**config.mk**
```make
export PLATFORM = sky130hd
export DESIGN_NAME = sorted_priority_stack
export DESIGN_NICKNAME = d
export VERILOG_FILES = /design/src/spq_pkg.sv /design/src/spq_cell.sv /design/src/sorted_priority_stack.sv
export SDC_FILE = /design/constraint.sdc
export NUM_CORES = 2
export LEC_CHECK = 0
export ABC_AREA = 1
export ABC_CLOCK_PERIOD_IN_PS = 11200
export BUFFER_PORTS_ARGS = -buffer_cell sky130_fd_sc_hd__buf_2
export CAP_MARGIN = 5
export CORE_UTILIZATION = 33
export CTS_CLUSTER_DIAMETER = 30
export DETAILED_ROUTE_END_ITERATION = 10
export REMOVE_ABC_BUFFERS = 1
export SLEW_MARGIN = 25
export SYNTH_ARGS = -nofsm -noshare
export SYNTH_HDL_FRONTEND = slang
export SYNTH_SLANG_ARGS = --single-unit
```
**constraint.sdc**
```tcl
create_clock -name clk -period 11.2 [get_ports clk]
set_input_delay 1.12 -clock clk [delete_from_list [all_inputs] [get_ports clk]]
set_output_delay 1.12 -clock clk [all_outputs]
set_load 0.01 [all_outputs]
```
**src/spq_pkg.sv**
```systemverilog
// shared types, codes and sizes for the sorted priority stack
// used by spq_cell and sorted_priority_stack; depends on nothing
package spq_pkg;

  localparam int DEPTH         = 16;
  localparam int PRIORITY_BITS = 8;
  localparam int DATA_BITS     = 32;

  localparam logic [1:0] ACT_PUSH  = 2'd0;
  localparam logic [1:0] ACT_POP   = 2'd1;
  localparam logic [1:0] ACT_CLEAR = 2'd2;

  localparam logic [1:0] STAT_OK    = 2'd0;
  localparam logic [1:0] STAT_EMPTY = 2'd1;
  localparam logic [1:0] STAT_FULL  = 2'd2;

  typedef struct packed {
    logic                     valid;
    logic [PRIORITY_BITS-1:0] prio;
    logic [DATA_BITS-1:0]     data;
  } entry_t;

  // one command broadcast to every cell in the chain
  typedef struct packed {
    logic                     push;
    logic                     pop;
    logic                     clear;
    logic [PRIORITY_BITS-1:0] prio;
    logic [DATA_BITS-1:0]     data;
  } cmd_t;

endpackage

```
**src/spq_cell.sv**
```systemverilog
// one slot of the sorted chain: holds an entry and shifts with its neighbors
// depends on spq_pkg
module spq_cell import spq_pkg::*; (
  input  logic   clk,
  input  logic   rst,
  input  cmd_t   cmd,
  input  entry_t left,
  input  logic   left_stay,
  input  entry_t right,
  output entry_t entry,
  output logic   stay
);

  logic                     valid;
  logic [PRIORITY_BITS-1:0] prio;
  logic [DATA_BITS-1:0]     data;
  logic                     valid_next;
  logic [PRIORITY_BITS-1:0] prio_next;
  logic [DATA_BITS-1:0]     data_next;

  // entry keeps its slot on a push when it outranks the new one
  assign stay  = valid && (prio > cmd.prio);
  assign entry = '{valid: valid, prio: prio, data: data};

  always_comb begin
    valid_next = valid;
    prio_next  = prio;
    data_next  = data;
    if (cmd.clear) begin
      valid_next = 1'b0;
    end else if (cmd.pop) begin
      valid_next = right.valid;
      prio_next  = right.prio;
      data_next  = right.data;
    end else if (cmd.push && !stay) begin
      if (left_stay) begin
        // new item lands here
        valid_next = 1'b1;
        prio_next  = cmd.prio;
        data_next  = cmd.data;
      end else begin
        valid_next = left.valid;
        prio_next  = left.prio;
        data_next  = left.data;
      end
    end
  end

  always_ff @(posedge clk) begin
    if (rst) begin
      valid <= 1'b0;
    end else begin
      valid <= valid_next;
    end
    prio <= prio_next;
    data <= data_next;
  end

endmodule

```
**src/sorted_priority_stack.sv**
```systemverilog
// sorted priority stack: chain of DEPTH cells in descending priority order
// depends on spq_pkg and spq_cell
//
// usage:
//   input channel in_valid/in_ready carries action, priority_req and value;
//   action push inserts ahead of every entry of lower or equal priority,
//   pop returns the top entry, clear empties the store.
//   output channel out_valid/out_ready carries data_out, status, is_empty;
//   exactly one result item per input item, in order.
//   the result is registered and shows in the cycle after acceptance.
//   throughput: one item per cycle while results are being taken; every cell
//   compares against the pushed priority in parallel and shifts by one slot.
//   the single output register lets a new item in whenever it is empty or
//   being taken in the same cycle; while the receiver stalls with a result
//   held, in_ready is low and the store does not change.
//   reset: all slots become empty and no result is pending.
//   push to a full store is dropped with status full; pop on empty gives
//   status empty and data_out zero.
module sorted_priority_stack import spq_pkg::*; (
  input  logic                     clk,
  input  logic                     rst,
  input  logic                     in_valid,
  output logic                     in_ready,
  input  logic [1:0]               action,
  input  logic [PRIORITY_BITS-1:0] priority_req,
  input  logic [DATA_BITS-1:0]     value,
  output logic                     out_valid,
  input  logic                     out_ready,
  output logic [DATA_BITS-1:0]     data_out,
  output logic [1:0]               status,
  output logic                     is_empty
);

  entry_t             cells [DEPTH];
  logic [DEPTH-1:0]   stays;
  logic [DEPTH-1:0]   valid_vec;
  cmd_t               cmd;
  logic               in_fire;
  logic               full;
  logic               top_valid;
  logic [DATA_BITS-1:0] data_res;
  logic [1:0]         status_res;
  logic               empty_res;

  assign in_ready  = !out_valid || out_ready;
  assign in_fire   = in_valid && in_ready;
  assign full      = cells[DEPTH-1].valid;
  assign top_valid = cells[0].valid;

  assign cmd.push  = in_fire && (action == ACT_PUSH) && !full;
  assign cmd.pop   = in_fire && (action == ACT_POP) && top_valid;
  assign cmd.clear = in_fire && (action == ACT_CLEAR);
  assign cmd.prio  = priority_req;
  assign cmd.data  = value;

  for (genvar i = 0; i < DEPTH; i++) begin : g_cell
    entry_t left_e;
    entry_t right_e;
    logic   left_s;
    if (i == 0) begin : g_head
      // nothing sits above the top slot, so a push that the top entry does not outrank lands here
      assign left_e = '0;
      assign left_s = 1'b1;
    end else begin : g_body
      assign left_e = cells[i-1];
      assign left_s = stays[i-1];
    end
    if (i == DEPTH - 1) begin : g_tail
      assign right_e = '0;
    end else begin : g_inner
      assign right_e = cells[i+1];
    end
    spq_cell u_cell (
      .clk       (clk),
      .rst       (rst),
      .cmd       (cmd),
      .left      (left_e),
      .left_stay (left_s),
      .right     (right_e),
      .entry     (cells[i]),
      .stay      (stays[i])
    );
    assign valid_vec[i] = cells[i].valid;
  end

  always_comb begin
    data_res   = '0;
    status_res = STAT_OK;
    empty_res  = !top_valid;
    case (action)
      ACT_PUSH: begin
        empty_res = 1'b0;
        if (full) begin
          status_res = STAT_FULL;
        end
      end
      ACT_POP: begin
        if (top_valid) begin
          data_res  = cells[0].data;
          empty_res = !cells[1].valid;
        end else begin
          status_res = STAT_EMPTY;
          empty_res  = 1'b1;
        end
      end
      ACT_CLEAR: begin
        empty_res = 1'b1;
      end
      default: begin
        empty_res = !top_valid;
      end
    endcase
  end

  always_ff @(posedge clk) begin
    if (rst) begin
      out_valid <= 1'b0;
    end else if (in_fire) begin
      out_valid <= 1'b1;
    end else if (out_ready) begin
      out_valid <= 1'b0;
    end
    if (in_fire) begin
      data_out <= data_res;
      status   <= status_res;
      is_empty <= empty_res;
    end
  end

`ifndef SYNTH
  logic [DEPTH-1:0] order_ok;
  always_comb begin
    order_ok[0] = 1'b1;
    for (int k = 1; k < DEPTH; k++) begin
      order_ok[k] = !cells[k].valid || (cells[k-1].prio >= cells[k].prio);
    end
  end

  // occupied slots always form one run from the top
  a_contiguous: assert property (@(posedge clk) disable iff (rst)
    $onehot({1'b0, valid_vec} + (DEPTH+1)'(1)))
    else $error("valid slots not contiguous");

  a_sorted: assert property (@(posedge clk) disable iff (rst)
    &order_ok)
    else $error("chain not in descending priority order");

  a_pop_shrinks: assert property (@(posedge clk) disable iff (rst)
    cmd.pop |=> $countones(valid_vec) == $countones($past(valid_vec)) - 1)
    else $error("pop did not remove exactly one entry");

  a_push_grows: assert property (@(posedge clk) disable iff (rst)
    cmd.push |=> $countones(valid_vec) == $countones($past(valid_vec)) + 1)
    else $error("push did not add exactly one entry");

  a_empty_result: assert property (@(posedge clk) disable iff (rst)
    out_valid && (status == STAT_EMPTY) |-> is_empty && (data_out == '0))
    else $error("empty status with data or non-empty flag");
`endif

endmodule

```
==> Word-level counts from Yosys, hierarchy flattened <==
Cells that the tools add are included.
{ "totals": {"register_bits": 692, "ram_bits": 0, "latch_bits": 0, "mem_bits_ro": 0, "word_cells": 311, "mem_count": 0, "input_bits": 46} }
{ "op_classes": {"add_sub_neg": 0, "reduce_logical": 96, "shifts": 0, "n_mux": 144, "n_eq_ne": 2, "n_bitwise": 1, "n_lt_le_gt_ge": 16, "div": 0, "mul": 0} }
{ "ops": {"columns": ["op", "count"], "rows": [
  ["$mux 32", 46],
  ["$mux 8", 46],
  ["$gt 8x8->1", 16],
  ["$mux 1", 49],
  ["$logic_and 1x1->1", 38],
  ["$reduce_and 2->1", 17],
  ["$reduce_bool 2->1", 17],
  ["$logic_not 1->1", 20],
  ["$pmux 2 s2", 1],
  ["$pmux 1 s3", 1],
  ["$reduce_or 3->1", 1],
  ["$eq 2x1->1 const B", 1],
  ["$eq 2x2->1 const B", 1],
  ["$logic_not 2->1", 1],
  ["$mux 2", 1],
  ["$reduce_or 2->1", 1],
  ["$logic_or 1x1->1", 1],
  ["$not 1->1", 1]
]} }

==> Logic depth before layout (Yosys ltp) <==
{ "depth": {"ltp_word": 8, "ltp_mapped": 15} }

==> Modules after synthesis <==
From an unflattened synthesis, not the netlist that was laid out.
{ "unflattened": {"hier_cells": 4516, "area_unflattened_um2": 38926.1} }
{ "modules_own_cells": {"columns": ["mod", "cells_each", "area_each_um2", "seq_area_each_um2", "instances"], "rows": [
  ["spq_cell (g_cell[14].u_cell ...)", 274, 2333.5, 1221.2, 11],
  ["spq_cell (g_cell[0].u_cell ...)", 275, 2346.0, 1221.2, 5],
  ["sorted_priority_stack", 127, 1527.7, 1071.0, 1]
]} }

==> Worst setup path after synthesis <==
No wires, ideal clock.
{ "synth_timing": {"path_type": "input-to-reg", "start": "in priority_req[7]", "end": "reg g_cell[11].u_cell.data[0] (enable)", "arrival_ns": 5.848, "setup_ns": 0.493, "setup_slack_ns": 4.859, "stages": 10, "cell_sequence": "inv_1 > clkbuf_1 > ha_1 > a21o_1 > nor2_1 > nand2_1 > nand2_1 > clkbuf_1 > inv_1 > o21ai_0"} }
{ "synth_via": {"elab_chain_len": 6} }
{ "synth_rtl": {"columns": ["element", "line", "rtl"], "rows": [
  ["from (decl)", "sorted_priority_stack.sv:25", "input logic [PRIORITY_BITS-1:0] priority_req,"],
  ["$gt 8x8->1", "spq_cell.sv:22", "assign stay = valid && (prio > cmd.prio);"],
  ["$logic_and 1x1->1", "spq_cell.sv:22", null],
  ["$logic_not 1->1", "spq_cell.sv:35", "end else if (cmd.push && !stay) begin"],
  ["$logic_and 1x1->1", "spq_cell.sv:35", null],
  ["$reduce_bool 2->1 (no source line)", null, null],
  ["$reduce_and 2->1 (no source line)", null, null],
  ["to (signal assigned)", "spq_cell.sv:56", "data <= data_next;"],
  ["to (decl)", "spq_cell.sv:16", "logic [DATA_BITS-1:0] data;"]
]} }
No other way between the ends.
A chain may end at the register's enable or synchronous reset.

==> Worst setup path after layout <==
{ "layout_timing": {"start": "in action[1]", "end": "reg g_cell[15].u_cell.data[7] (data pin)"} }
{ "layout_via": {"elab_chain_len": 3} }
{ "layout_rtl": {"columns": ["element", "line", "rtl"], "rows": [
  ["from (decl)", "sorted_priority_stack.sv:24", "input logic [1:0] action,"],
  ["$eq 2x1->1", "sorted_priority_stack.sv:51", "assign cmd.pop = in_fire && (action == ACT_POP) && top_valid;"],
  ["$logic_and 1x1->1 (2 in series)", "sorted_priority_stack.sv:51", null],
  ["to (signal assigned)", "spq_cell.sv:56", null],
  ["to (decl)", "spq_cell.sv:16", null]
]} }
No other way between the ends.

==> qor.yml <==
cts_setup_buffers: 0
core-area_um2: 115000
reg2reg_from: "g_cell[0].u_cell.valid"
path_cells: "buf_2, inv_1, nand3_2, nor2_4, buf_4, inv_8, buf_12, buf_4, o21ai_0, nor2_1"
worst_path_max_delay_cell: "buf_4"
cts_tree: "built"
r2r_setup_slack_ps: 6690
p_clk_share_pct: 55.2
finClkSkew_ps: 26.7
status: "finished, violations left"
min_delay_worst_endpoint: "out_valid"
synth_ff_type: "edfxtp_1"
root_buffer: "clkbuf_16"
grtUsageMet3_pct: 3.02
power-per-cell-area_nw_per_um2: 175
synth_area_leaders: "edfxtp_1 (53%), nand2_1 (24%), o21ai_0 (8.1%)"
worst_slew_pin_slew_ps: 1060
final-setup-viol-count: 0
grt_pass1_vias: 28700
critPathKind: "in2reg"
vdd_ir_drop_max_mv: 0.124
synth_cells: 4770
post_drt_wl_per_cell_um: 14.4
synth-edff-count: 675
combPwrFrac_pct: 6.3
cts_hold_buf: 0
synth.distinct_cells: 22
num-nets-final: 4908
synthTopCellsByCount: "nand2_1 (2,445), edfxtp_1 (675), o21ai_0 (617)"
area_growth_pct: 17.2
p_int_mw: 5.99
cts_resized: 0
rsz0062_at_grt: "false"
cpPeakStageDelay_ps: 730
syn-cell-area_um2: 38200
placed_cells: 6103
arrival_ps: 5170
grt_max_degree: 224
drive_gt1_share_pct: 8.18
final_util_pct: 39.1
fp.dieW_um: 342
avgSynthCellArea_um2: 8.01
finalCritPeriodShare_pct: 42.1
drt_wl_total_um: 91900
antenna_found_initial: 8
portBuffers: 82
hold_path.startpoint: "out_valid"
end_kind: "register"
rr_worst_depth: 8
routabilityCongestion: 0.792
ys_warn_count: 0
worstHoldPathCells: 2
clkLatencyLatePin_ps: 730
ys_seq_elements: 692
sw_frac_of_total_pct: 23.5
yosys.area.top_type: "edfxtp_1"
track_usage_pct: 15.7
setup.worst_path.start_class: "input port"
cts_buffers: 149
rows: 124
vias: 29900
first_pass_iters: 9
viasPerCell: 4.68
hold_ws_ps: 500
cts.sinks: 692
path_clk_slew_ps: 40
max_freq_mhz: 212
yosysSeqAreaShare_pct: 53.9
seq_power_share_pct: 38.5
yosys.area.top_type_share_pct: 53.0
worstPathRequired_ps: 11650
ant_nets: 0
drc_errors: 8
initial_core_util_pct: 33.4
setup_tns_ps: 0
hold_viol: 0
synthArstFlopShare_pct: 0
synth.most_common_cell: "nand2_1"
grt.overflow.total: 0
maxCapViolCount: 0
cpMostUsedCell: "buf_4"
slew_violations: 0
cp_max_fo: 178
dpl.hpwl_um: 58700
fin_cells: 6381
violations: "design-rule violations"
gr-usage-met2_pct: 23.7
gr-max-usage-layer: "met2"
grt_pass1_wl_um: 152000
maxSlewHeadroom_pct: 29.6
io_pins: 83
hp-class: "reg2reg"
rr_endpoint: "g_cell[15].u_cell.data[7]"
dieArea_um2: 117000
first_iter_violations: 2999
switchingPower_mw: 1.84
cts_max_level: 4
use_met1_pct: 22.3
dieHeight_um: 342
p_leak_nw: 20.1
clockBufferDepth: 3
min_period_ps: 4720
## power by group through the flow
stage | clock network [mW] | logic [mW] | registers (mW)
2_1_floorplan | 0 | 0.337 | 3.06
3_3_place_gp | 0 | 0.482 | 3.06
3_5_place_dp | 0 | 0.494 | 3.06
4_1_cts | 4.39 | 0.497 | 3.02
5_1_grt | 4.52 | 0.575 | 3.02
6_report | 4.32 | 0.492 | 3.02
## stage by stage
stage          power, mW  cell area, um^2  setup WS (ps)
3_5_place_dp        3.56            39800           5860
3_3_place_gp        3.54            39800           5890
6_report            7.83            44800           6480
5_1_grt             8.11            44800           6300
2_1_floorplan       3.40            36900         -12580
4_1_cts             7.91            44800           6630
## state kept, by name, indices dropped and copies added, names as in the netlist
signal               flops
g_cell.u_cell.data     512
g_cell.u_cell.prio     128
data_out                32
g_cell.u_cell.valid     16
status                   2
is_empty                 1
out_valid                1
## per-layer routing
| metal | vias up | part of all wire (%) |
|---|---|---|
| met4 | 14 | 2.3 |
| met1 | 13400 | 49 |
| li1 | 15600 | - |
| met2 | 778 | 43 |
| met3 | 149 | 5.6 |
| met5 | - | 0.10 |
## cell families after synthesis
group / Yosys count / synth area share (%)
DFF: 692 / 53.9
AOI/OAI and AO/OA: 697 / 9.24
buffers and inverters: 512 / 5.45
and+or+nand+nor: 2749 / 27.5
adders and majority gates: 120 / 3.93
## area by class of cell
| type | count | area (um^2) |
|---|---|---|
| fillers | 11600 | 69700 |
| multi-input cells | 3566 | 15700 |
| diodes | 1 | 2.50 |
| inverters | 197 | 747 |
| clock inverters | 96 | 1080 |
| flip-flops and latches | 692 | 20600 |
| well taps | 1512 | 1890 |
| clock buffers | 181 | 3900 |
| repair buffers | 136 | 845 |
## critical path: cells and delay by family
family                 cells  cell delay [ps]
AND/OR/NAND/NOR            3              910
AO/OA/AOI/OAI              1              190
buffers and inverters      6             2470
## worst max path at each step
stage / depth (start not counted) / from / slack (ps) / end
2_1_floorplan: 7 / action[1] / -12580 / g_cell[0].u_cell.data[0]
3_3_place_gp: 9 / action[1] / 5890 / g_cell[13].u_cell.data[31]
3_5_place_dp: 9 / action[1] / 5860 / g_cell[9].u_cell.data[22]
4_1_cts: 9 / action[1] / 6630 / g_cell[10].u_cell.data[23]
5_1_grt: 10 / action[1] / 6300 / g_cell[15].u_cell.data[17]
6_report: 10 / action[1] / 6480 / g_cell[15].u_cell.data[7]
## placed cells by master, fill, tap and decap left out, drive strengths merged
cell,netlist,final
nand2,2445,2445
edfxtp,675,675
o21ai,617,617
inv,197,208
clkbuf,184,181
nor2,177,177
buf,131,136
nand3,125,125
ha,120,120
a21oi,62,62
clkinv,0,55
bufinv,0,17
dfxtp,17,17
a21o,13,13
clkinvlp,0,13
o21bai,2,2
o21a,2,2
diode,0,1
a31oi,1,1
nor3,1,1
nand3b,1,1
No activity file was read; power rests on OpenSTA's default activity.
